## config.mk

```make
export PLATFORM = sky130hd
export DESIGN_NAME = min_heap_timer_queue_flat
export DESIGN_NICKNAME = d
export VERILOG_FILES = /design/src/design/mhtq_pkg.sv /design/src/design/mhtq_if.sv /design/src/design/mhtq_ram.sv /design/src/design/min_heap_timer_queue.sv /design/src/flat_wrapper.sv
export SDC_FILE = /design/constraint.sdc
export NUM_CORES = 2
export LEC_CHECK = 0
export ABC_CLOCK_PERIOD_IN_PS = 10140
export BUFFER_PORTS_ARGS = -buffer_cell sky130_fd_sc_hd__buf_2
export CORE_MARGIN = 4
export CORE_UTILIZATION = 23
export CTS_CLUSTER_DIAMETER = 150
export CTS_CLUSTER_SIZE = 30
export DETAILED_ROUTE_END_ITERATION = 16
export PLACE_DENSITY = 0.36
export SETUP_SLACK_MARGIN = 0.3
export SLEW_MARGIN = 20
export SYNTH_ARGS = -nofsm -noshare
export SYNTH_HDL_FRONTEND = slang
export SYNTH_SLANG_ARGS = --single-unit
```

## constraint.sdc

```tcl
create_clock -name clk -period 10.14 [get_ports clk]
set_input_delay 3.042 -clock clk [delete_from_list [all_inputs] [get_ports clk]]
set_output_delay 3.042 -clock clk [all_outputs]
set_load 0.01 [all_outputs]
```

## src/design/mhtq_pkg.sv

```systemverilog
// ----------------------------------------------------------------------------
// mhtq_pkg
// Types and constants shared by the min-heap timer queue.
// ----------------------------------------------------------------------------
package mhtq_pkg;

  localparam int Capacity = 64;
  localparam int AddrW    = $clog2(Capacity);
  localparam int CountW   = AddrW + 1;
  localparam int MaxRes   = 64;
  localparam int ResW     = $clog2(MaxRes + 1);
  localparam int KeyW     = 32;
  localparam int IdW      = 16;
  localparam int EntryW   = KeyW + IdW + 1;

  typedef enum logic [1:0] {
    KIND_ADD    = 2'd0,
    KIND_CANCEL = 2'd1,
    KIND_ADJUST = 2'd2,
    KIND_TICK   = 2'd3
  } kind_t;

  localparam logic RES_EXPIRED = 1'b0;
  localparam logic RES_FULL    = 1'b1;

  typedef struct packed {
    logic [KeyW-1:0] key;
    logic [IdW-1:0]  id;
    logic            live;
  } entry_t;

  typedef enum logic [4:0] {
    ST_IDLE,
    ST_FULL,
    ST_UP_RD,
    ST_UP_CMP,
    ST_UP_FIN,
    ST_SCAN_RD,
    ST_SCAN_CHK,
    ST_TICK_RD,
    ST_TICK_CHK,
    ST_TICK_OUT,
    ST_TICK_MOVE,
    ST_TICK_LOAD,
    ST_TICK_LAST,
    ST_DN_RDL,
    ST_DN_RDR,
    ST_DN_CMP,
    ST_DN_FIN
  } state_t;

endpackage

```

## src/design/mhtq_if.sv

```systemverilog
// ----------------------------------------------------------------------------
// mhtq_in_if / mhtq_out_if
// Valid/ready channels for timer commands and timer events.
// ----------------------------------------------------------------------------
interface mhtq_in_if;
  logic                      valid;
  logic                      ready;
  logic [1:0]                kind;
  logic [mhtq_pkg::IdW-1:0]  conn_id;
  logic [mhtq_pkg::KeyW-1:0] expire_time;
  logic [mhtq_pkg::KeyW-1:0] now_time;
  modport source (output valid, kind, conn_id, expire_time, now_time, input ready);
  modport sink (input valid, kind, conn_id, expire_time, now_time, output ready);
endinterface

interface mhtq_out_if;
  logic                     valid;
  logic                     ready;
  logic                     event_res;
  logic [mhtq_pkg::IdW-1:0] expired_id;
  logic                     last;
  modport source (output valid, event_res, expired_id, last, input ready);
  modport sink (input valid, event_res, expired_id, last, output ready);
endinterface

```

## src/design/mhtq_ram.sv

```systemverilog
// ----------------------------------------------------------------------------
// mhtq_ram
// Generic single-port RAM with registered read.
// ----------------------------------------------------------------------------
module mhtq_ram #(
  parameter int Width = 8,
  parameter int Depth = 16
) (
  input  logic                     clk,
  input  logic                     we,
  input  logic [$clog2(Depth)-1:0] addr,
  input  logic [Width-1:0]         wdata,
  output logic [Width-1:0]         rdata
);
  logic [Width-1:0] mem [Depth];

  always_ff @(posedge clk) begin
    if (we) begin
      mem[addr] <= wdata;
    end
    rdata <= mem[addr];
  end
endmodule

```

## src/design/min_heap_timer_queue.sv

```systemverilog
// ----------------------------------------------------------------------------
// min_heap_timer_queue
// Binary min-heap of timers with add, lazy cancel, adjust and tick.
// ----------------------------------------------------------------------------
// Usage: commands enter on cmd (kind, conn_id, expire_time, now_time); timer
// events leave on evt (event_res, expired_id, last). A command is taken only
// when the block is idle; ready stays low until all its work and events are
// done. The heap lives in one single-port RAM, one access per cycle.
// Add: compares each parent in turn (at most log2(64)=6), then one write.
// Cancel: scans every entry held. Adjust: scans every entry and sifts each
// matching entry down.
// Tick: pops each expired root, moves the last entry into the root and sifts
// it down, with one beat for each expired event but the final one; the tick
// ends with a root check and, if any event expired, the final beat (last = 1).
// A stalled evt holds the sequencer in place; nothing is dropped.
// Rejected adds (heap full) give one event beat with event_res 1.
// Reset clears the entry count; RAM contents need no clearing since only
// entries below the count are read.
// ----------------------------------------------------------------------------
module min_heap_timer_queue (
  input logic        clk,
  input logic        rst,
  mhtq_in_if.sink    cmd,
  mhtq_out_if.source evt
);
  localparam int AW = mhtq_pkg::AddrW;
  localparam int CW = mhtq_pkg::CountW;

  mhtq_pkg::state_t state, state_next;

  logic [CW-1:0]             count;
  logic [CW-1:0]             pos;       // hole / sift position
  logic [CW-1:0]             scan;
  logic [mhtq_pkg::ResW-1:0] nres;
  mhtq_pkg::kind_t           kind;
  logic [mhtq_pkg::IdW-1:0]  id;
  logic [mhtq_pkg::KeyW-1:0] exp_t, now_t;
  mhtq_pkg::entry_t          carry;     // entry being sifted
  mhtq_pkg::entry_t          left_e;
  logic                      pend;      // one expired event held back to learn 'last'
  logic [mhtq_pkg::IdW-1:0]  pend_id;
  logic [mhtq_pkg::IdW-1:0]  tick_id;

  logic             ram_we;
  logic [AW-1:0]    ram_addr;
  mhtq_pkg::entry_t ram_wdata, ram_rdata;

  logic [CW-1:0]    parent;
  logic [CW:0]      lchild, rchild;
  logic             up_move, scan_hit, scan_last, take_right, dn_move, pop_hit;
  mhtq_pkg::entry_t best_e;

  mhtq_ram #(.Width(mhtq_pkg::EntryW), .Depth(mhtq_pkg::Capacity)) u_ram (
    .clk(clk), .we(ram_we), .addr(ram_addr), .wdata(ram_wdata), .rdata(ram_rdata)
  );

  assign parent    = (pos - CW'(1)) >> 1;
  assign lchild    = {pos, 1'b1};
  assign rchild    = lchild + (CW+1)'(1);
  assign up_move   = (ram_rdata.key > exp_t);
  assign scan_hit  = (ram_rdata.id == id);
  assign scan_last = (scan + CW'(1) >= count);
  // in DN_CMP rdata holds the right child, left_e the left one
  assign take_right = (rchild < {1'b0, count}) && (ram_rdata.key < left_e.key);
  assign best_e     = take_right ? ram_rdata : left_e;
  assign dn_move    = (best_e.key < carry.key);
  assign pop_hit    = (count != '0) && (ram_rdata.key <= now_t) &&
                      (nres != mhtq_pkg::ResW'(mhtq_pkg::MaxRes));

  always_comb begin
    state_next = state;
    unique case (state)
      mhtq_pkg::ST_IDLE: if (cmd.valid) begin
        unique case (mhtq_pkg::kind_t'(cmd.kind))
          mhtq_pkg::KIND_ADD:
            state_next = (count >= CW'(mhtq_pkg::Capacity)) ? mhtq_pkg::ST_FULL
                       : (count == '0) ? mhtq_pkg::ST_UP_FIN : mhtq_pkg::ST_UP_RD;
          mhtq_pkg::KIND_CANCEL:
            state_next = (count == '0) ? mhtq_pkg::ST_IDLE : mhtq_pkg::ST_SCAN_RD;
          mhtq_pkg::KIND_ADJUST:
            state_next = (count == '0) ? mhtq_pkg::ST_IDLE : mhtq_pkg::ST_SCAN_RD;
          default:
            state_next = (count == '0) ? mhtq_pkg::ST_IDLE : mhtq_pkg::ST_TICK_RD;
        endcase
      end
      mhtq_pkg::ST_FULL: if (evt.ready) state_next = mhtq_pkg::ST_IDLE;
      mhtq_pkg::ST_UP_RD: state_next = mhtq_pkg::ST_UP_CMP;
      mhtq_pkg::ST_UP_CMP:
        state_next = (up_move && parent != '0) ? mhtq_pkg::ST_UP_RD : mhtq_pkg::ST_UP_FIN;
      mhtq_pkg::ST_UP_FIN: state_next = mhtq_pkg::ST_IDLE;
      mhtq_pkg::ST_SCAN_RD: state_next = mhtq_pkg::ST_SCAN_CHK;
      mhtq_pkg::ST_SCAN_CHK:
        if (scan_hit && kind == mhtq_pkg::KIND_ADJUST) state_next = mhtq_pkg::ST_DN_RDL;
        else if (scan_last) state_next = mhtq_pkg::ST_IDLE;
        else state_next = mhtq_pkg::ST_SCAN_RD;
      mhtq_pkg::ST_TICK_RD: state_next = mhtq_pkg::ST_TICK_CHK;
      mhtq_pkg::ST_TICK_CHK:
        if (pop_hit)
          state_next = (ram_rdata.live && pend) ? mhtq_pkg::ST_TICK_OUT
                                                : mhtq_pkg::ST_TICK_MOVE;
        else state_next = pend ? mhtq_pkg::ST_TICK_LAST : mhtq_pkg::ST_IDLE;
      mhtq_pkg::ST_TICK_OUT: if (evt.ready) state_next = mhtq_pkg::ST_TICK_MOVE;
      mhtq_pkg::ST_TICK_MOVE: state_next = mhtq_pkg::ST_TICK_LOAD;
      mhtq_pkg::ST_TICK_LOAD: state_next = mhtq_pkg::ST_DN_RDL;
      mhtq_pkg::ST_TICK_LAST: if (evt.ready) state_next = mhtq_pkg::ST_IDLE;
      mhtq_pkg::ST_DN_RDL:
        state_next = (lchild < {1'b0, count}) ? mhtq_pkg::ST_DN_RDR : mhtq_pkg::ST_DN_FIN;
      mhtq_pkg::ST_DN_RDR: state_next = mhtq_pkg::ST_DN_CMP;
      mhtq_pkg::ST_DN_CMP:
        state_next = dn_move ? mhtq_pkg::ST_DN_RDL : mhtq_pkg::ST_DN_FIN;
      mhtq_pkg::ST_DN_FIN:
        if (kind == mhtq_pkg::KIND_TICK) state_next = mhtq_pkg::ST_TICK_RD;
        else if (scan_last) state_next = mhtq_pkg::ST_IDLE;
        else state_next = mhtq_pkg::ST_SCAN_RD;
      default: state_next = mhtq_pkg::ST_IDLE;
    endcase
  end

  // RAM port and handshake outputs
  always_comb begin
    ram_we         = 1'b0;
    ram_addr       = pos[AW-1:0];
    ram_wdata      = carry;
    cmd.ready      = (state == mhtq_pkg::ST_IDLE);
    evt.valid      = 1'b0;
    evt.event_res  = mhtq_pkg::RES_EXPIRED;
    evt.expired_id = pend_id;
    evt.last       = 1'b0;
    unique case (state)
      mhtq_pkg::ST_FULL: begin
        evt.valid      = 1'b1;
        evt.event_res  = mhtq_pkg::RES_FULL;
        evt.expired_id = id;
        evt.last       = 1'b1;
      end
      mhtq_pkg::ST_UP_RD: ram_addr = parent[AW-1:0];
      mhtq_pkg::ST_UP_CMP: begin
        ram_we    = up_move;
        ram_wdata = ram_rdata;
      end
      mhtq_pkg::ST_UP_FIN: ram_we = 1'b1;
      mhtq_pkg::ST_SCAN_RD: ram_addr = scan[AW-1:0];
      mhtq_pkg::ST_SCAN_CHK: begin
        ram_addr = scan[AW-1:0];
        ram_we = scan_hit && (kind == mhtq_pkg::KIND_CANCEL);
        ram_wdata = ram_rdata;
        ram_wdata.live = 1'b0;
      end
      mhtq_pkg::ST_TICK_RD: ram_addr = '0;
      mhtq_pkg::ST_TICK_OUT: evt.valid = 1'b1;
      mhtq_pkg::ST_TICK_MOVE: ram_addr = count[AW-1:0];
      mhtq_pkg::ST_TICK_LAST: begin
        evt.valid = 1'b1;
        evt.last  = 1'b1;
      end
      mhtq_pkg::ST_DN_RDL: ram_addr = lchild[AW-1:0];
      mhtq_pkg::ST_DN_RDR: ram_addr = rchild[AW-1:0];
      mhtq_pkg::ST_DN_CMP: begin
        ram_we    = dn_move;
        ram_wdata = best_e;
      end
      mhtq_pkg::ST_DN_FIN: ram_we = 1'b1;
      default: ;
    endcase
  end

  always_ff @(posedge clk) begin
    if (rst) begin
      state <= mhtq_pkg::ST_IDLE;
      count <= '0;
      pend  <= 1'b0;
    end else begin
      state <= state_next;
      unique case (state)
        mhtq_pkg::ST_IDLE: if (cmd.valid) begin
          kind  <= mhtq_pkg::kind_t'(cmd.kind);
          id    <= cmd.conn_id;
          exp_t <= cmd.expire_time;
          now_t <= cmd.now_time;
          carry <= '{key: cmd.expire_time, id: cmd.conn_id, live: 1'b1};
          scan  <= '0;
          nres  <= '0;
          pend  <= 1'b0;
          pos   <= count;
          if (mhtq_pkg::kind_t'(cmd.kind) == mhtq_pkg::KIND_ADD &&
              count < CW'(mhtq_pkg::Capacity))
            count <= count + CW'(1);
        end
        mhtq_pkg::ST_UP_CMP:
          if (up_move) pos <= parent;
        mhtq_pkg::ST_SCAN_CHK: begin
          if (scan_hit && kind == mhtq_pkg::KIND_ADJUST) begin
            carry <= '{key: exp_t, id: ram_rdata.id, live: ram_rdata.live};
            pos   <= scan;
          end else begin
            scan <= scan + CW'(1);
          end
        end
        mhtq_pkg::ST_TICK_CHK:
          if (pop_hit) begin
            count <= count - CW'(1);
            if (ram_rdata.live) begin
              nres <= nres + mhtq_pkg::ResW'(1);
              if (pend) begin
                tick_id <= ram_rdata.id;
              end else begin
                pend    <= 1'b1;
                pend_id <= ram_rdata.id;
              end
            end
          end
        mhtq_pkg::ST_TICK_OUT:
          if (evt.ready) pend_id <= tick_id;
        // last entry moves into the root and sifts down from there
        mhtq_pkg::ST_TICK_LOAD: begin
          carry <= ram_rdata;
          pos   <= '0;
        end
        mhtq_pkg::ST_TICK_LAST:
          if (evt.ready) pend <= 1'b0;
        mhtq_pkg::ST_DN_RDR: left_e <= ram_rdata;
        mhtq_pkg::ST_DN_CMP:
          if (dn_move) pos <= take_right ? rchild[CW-1:0] : lchild[CW-1:0];
        mhtq_pkg::ST_DN_FIN:
          if (kind != mhtq_pkg::KIND_TICK) scan <= scan + CW'(1);
        default: ;
      endcase
    end
  end

endmodule

```

## src/flat_wrapper.sv

```systemverilog
// flat-port wrapper written by rule: the top's interface ports become plain ports
module min_heap_timer_queue_flat 
  (clk, rst, cmd_valid, cmd_kind, cmd_conn_id, cmd_expire_time, cmd_now_time, cmd_ready, evt_valid, evt_event_res, evt_expired_id, evt_last, evt_ready);
  mhtq_in_if cmd_i ();
  mhtq_out_if evt_i ();
  input logic clk;
  input logic rst;
  input wire logic [$bits(cmd_i.valid)-1:0] cmd_valid;
  input wire logic [$bits(cmd_i.kind)-1:0] cmd_kind;
  input wire logic [$bits(cmd_i.conn_id)-1:0] cmd_conn_id;
  input wire logic [$bits(cmd_i.expire_time)-1:0] cmd_expire_time;
  input wire logic [$bits(cmd_i.now_time)-1:0] cmd_now_time;
  output wire logic [$bits(cmd_i.ready)-1:0] cmd_ready;
  output wire logic [$bits(evt_i.valid)-1:0] evt_valid;
  output wire logic [$bits(evt_i.event_res)-1:0] evt_event_res;
  output wire logic [$bits(evt_i.expired_id)-1:0] evt_expired_id;
  output wire logic [$bits(evt_i.last)-1:0] evt_last;
  input wire logic [$bits(evt_i.ready)-1:0] evt_ready;
  assign cmd_i.valid = cmd_valid;
  assign cmd_i.kind = cmd_kind;
  assign cmd_i.conn_id = cmd_conn_id;
  assign cmd_i.expire_time = cmd_expire_time;
  assign cmd_i.now_time = cmd_now_time;
  assign cmd_ready = cmd_i.ready;
  assign evt_valid = evt_i.valid;
  assign evt_event_res = evt_i.event_res;
  assign evt_expired_id = evt_i.expired_id;
  assign evt_last = evt_i.last;
  assign evt_i.ready = evt_ready;
  min_heap_timer_queue u_core (.clk(clk), .rst(rst), .cmd(cmd_i), .evt(evt_i));
endmodule
```

==> flow_metrics.py <==
metrics = {
    "synthesis": {
        "yosys.area.top_type_share": 0.757,
        "synth.area.top_cells": "edfxtp_1 (76%), and3_1 (5.6%), a22oi_1 (4.8%), a2111oi_0 (2.6%), ha_1 (1.5%)",
        "synth_edf_count": 3369,
        "ys_seq_area_frac": 0.767,
        "yosys-top-cells-count": "edfxtp_1 (3369), and3_1 (1187), a22oi_1 (852)",
        "yosys.area_share.adder": 0.0149,
        "syn_avg_cell_area_sq_um": 16.1,
        "async_reset_ff_frac": 0,
        "syn_area_sq_um": 134000,
        "yosysWarnings": 0,
        "synth_xor_area_frac": 0.00320,
        "synthMuxAreaShare": 0.00568,
        "synth_flop_cell": "edfxtp_1",
        "synthCells": 8298,
        "synth_top_family_by_area": "compound AO/OA/AOI/OAI gates",
        "synthesis.nets": 8542,
        "synth_compound_area_frac": 0.104,
        "ys_seq_elements": 3431,
        "synth.most_common_cell": "edfxtp_1",
        "yosys.area.top_type": "edfxtp_1",
        "synth_simple_gate_area_share": 0.0829,
        "synth.distinct_cells": 81,
    },
    "global_route": {
        "grt_pass1_wl_um": 705000,
        "grt_max_degree": 143,
        "grt_overflow": 0,
        "grt.total_usage": 0.171,
        "antenna_found_initial": 72,
        "grt_pass1_vias": 76600,
    },
    "route": {
        "antenna_left": 0,
        "drt-pass1-iter-count": 8,
        "routed_wl_um": 526000,
        "routed_via_density": 4.95,
        "drc": 0,
        "drt_iter0_markers": 10200,
        "vias": 80000,
        "wl_per_cell_um": 32.5,
    },
    "power": {
        "total_power_mw": 26.6,
        "pwr-share-comb": 0.125,
        "pwr-share-seq": 0.603,
        "p_int_mw": 19.3,
        "p_leak_nw": 50.0,
        "power_switching_share": 0.275,
        "p_clk_frac": 0.272,
        "p_switching_mw": 7.29,
        "ir_drop_uv": 136,
        "p_per_area_nw_per_um2": 176,
    },
    "run": {
        "drv_cap": 0,
    },
    "cells_and_area": {
        "multiInputGateArea_sq_um": 29300,
        "fillers": 58700,
        "fin_nets": 8613,
        "drive_gt1_frac": 0.113,
        "regArea_sq_um": 102000,
        "area_growth_pct": 12.7,
        "final_util": 0.261,
    },
    "placed_design": {
        "gp_congestion": 0.829,
        "dp_hpwl_um": 329000,
        "io_buffers": 105,
        "place_ws_ps": 2990,
    },
    "die": {
        "die-height_um": 770,
        "rows": 279,
        "die_area_sq_um": 593000,
        "fp.dieW_um": 770,
        "start_util": 0.231,
        "core_area_sq_um": 578000,
        "io_pins": 106,
    },
    "cts": {
        "htreeDepth": 4,
        "ctsLongestPathBuffers": 4,
        "clk_pin_slew_ps": 120,
        "postCtsSetupRepairBufs": 0,
        "ctsRootBufferMaster": "clkbuf_16",
        "cts_tree": "done",
        "clkLatencyLatePin_ps": 950,
        "cts_resized": 0,
        "cts.sinks": 3431,
        "cts_hold_buf": 0,
        "cts_buffers": 139,
    },
    "timing": {
        "fin_crit_sh": 0.707,
        "whs_ps": 563,
        "setup_viol": 0,
        "period_minus_slack_ps": 7170,
        "skew_ps": 96.5,
        "fin_tns_setup_ps": 0,
        "worst_slack_ps": 2970,
        "drv_slew": 0,
        "slew_headroom": 0.112,
        "rsz0062_at_grt": "false",
        "hold_violations": 0,
        "worst_slew_pin_slew_ps": 1330,
        "fmax_mhz": 139,
    },
    "status": {
        "status": "finished clean",
    },
    "critical_path": {
        "worst_setup_path_end_kind": "register",
        "crit_type": "reg2reg",
        "critPathArrivalTime_ps": 7690,
        "critPathLaunchType": "register",
        "required_ps": 10650,
        "path_max_fanout": 49,
    },
    "hold_path": {
        "hold_path.class": "reg2reg",
    },
}
-- state kept, by name, summed over array words and instances (netlist names), 16 cells and up --
name,cells
u_core.carry,49
u_core.left_e,49
u_core.tick_id,16
u_core.exp_t,32
u_core.now_t,32
u_core.u_ram.rdata,49
u_core.pend_id,16
u_core.id,16
u_core.u_ram.mem,3136
-- path summary, 6_finish.rpt --
path         slack [ps]                     start                            endpoint  cells after the start
max                2970   u_core.pos[0]$_DFFE_PP_  u_core.u_ram.mem[35][35]$_DFFE_PP_                     24
min                 560  u_core.pend$_SDFFE_PP0P_            u_core.pend$_SDFFE_PP0P_                      2
max reg2reg        2970   u_core.pos[0]$_DFFE_PP_  u_core.u_ram.mem[35][35]$_DFFE_PP_                     24
min reg2reg         560  u_core.pend$_SDFFE_PP0P_            u_core.pend$_SDFFE_PP0P_                      2
-- critical path, stage by stage (launching register included) --
cell and delay [ps]:
edfxtp_1 650, ha_1 350, and3_1 260, xor2_1 220
ha_1 280, o21a_1 180, o31a_1 120, nor4b_2 240
buf_4 190, nand2_2 60, buf_4 250, mux2_2 340
ha_1 320, nand3_1 130, or4_1 620, nor4_1 310
buf_4 170, nand3_1 130, a21oi_1 130, and3_1 190
a21oi_1 90, a21oi_4 540, buf_12 330, nor3_2 60
buf_4 400
-- cells in the final DEF (no fill, tap or decap), types with 142 or more instances in the layout --
| cell | instances |
|---|---|
| a2111oi_0 | 272 |
| a21oi_1 | 220 |
| a22oi_1 | 852 |
| a31oi_1 | 230 |
| and3_1 | 1187 |
| buf_4 | 338 |
| clkbuf_16 | 142 |
| edfxtp_1 | 3369 |
| ha_1 | 157 |
| inv_1 | 160 |
| nand2_1 | 204 |
| nand3_1 | 181 |
-- metrics by stage --
step / std cells / cell area, sq um
global route: 16200 / 151000
finish: 16200 / 151000
global placement: 16000 / 147000
detailed placement: 16000 / 147000
CTS: 16200 / 150000
floorplan: 8298 / 134000
-- power groups by stage --
stage	logic, mW	clock network (mW)	registers, mW
global route	3.49	7.93	16.0
CTS	3.34	7.48	16.0
global placement	3.34	0	16.3
finish	3.32	7.22	16.0
detailed placement	3.33	0	16.3
floorplan	1.45	0	16.2
-- final cells by class --
type,count,share of cell area
clock buffer,180,0.0245
tap,7727,0.0642
multi-input combinational,4105,0.195
timing repair buffer,521,0.0306
antenna,28,0.000465
clock inverter,15,0.00140
sequential,3431,0.680
inverter,171,0.00427
-- cells by family (layout without fill, tap and decap cells) --
kind of cell / count (synthesis) / count (layout)
AND/OR/NAND/NOR: 1950 / 1950
adder cells (fa/ha/maj): 158 / 158
buffers and inverters: 762 / 887
AO/OA/AOI/OAI: 1881 / 1881
XOR/XNOR: 48 / 48
other: 0 / 28
multiplexers: 68 / 68
flip-flops: 3431 / 3431
-- routing by layer --
layer	track usage	routed length (um)	vias to the layer above
met4	0.0315	10500	12
met1	0.252	245000	43200
met5	0	74	-
li1	-	-	33700
met2	0.268	237000	2825
met3	0.0234	34300	339
(Power assumes the default switching activity.)
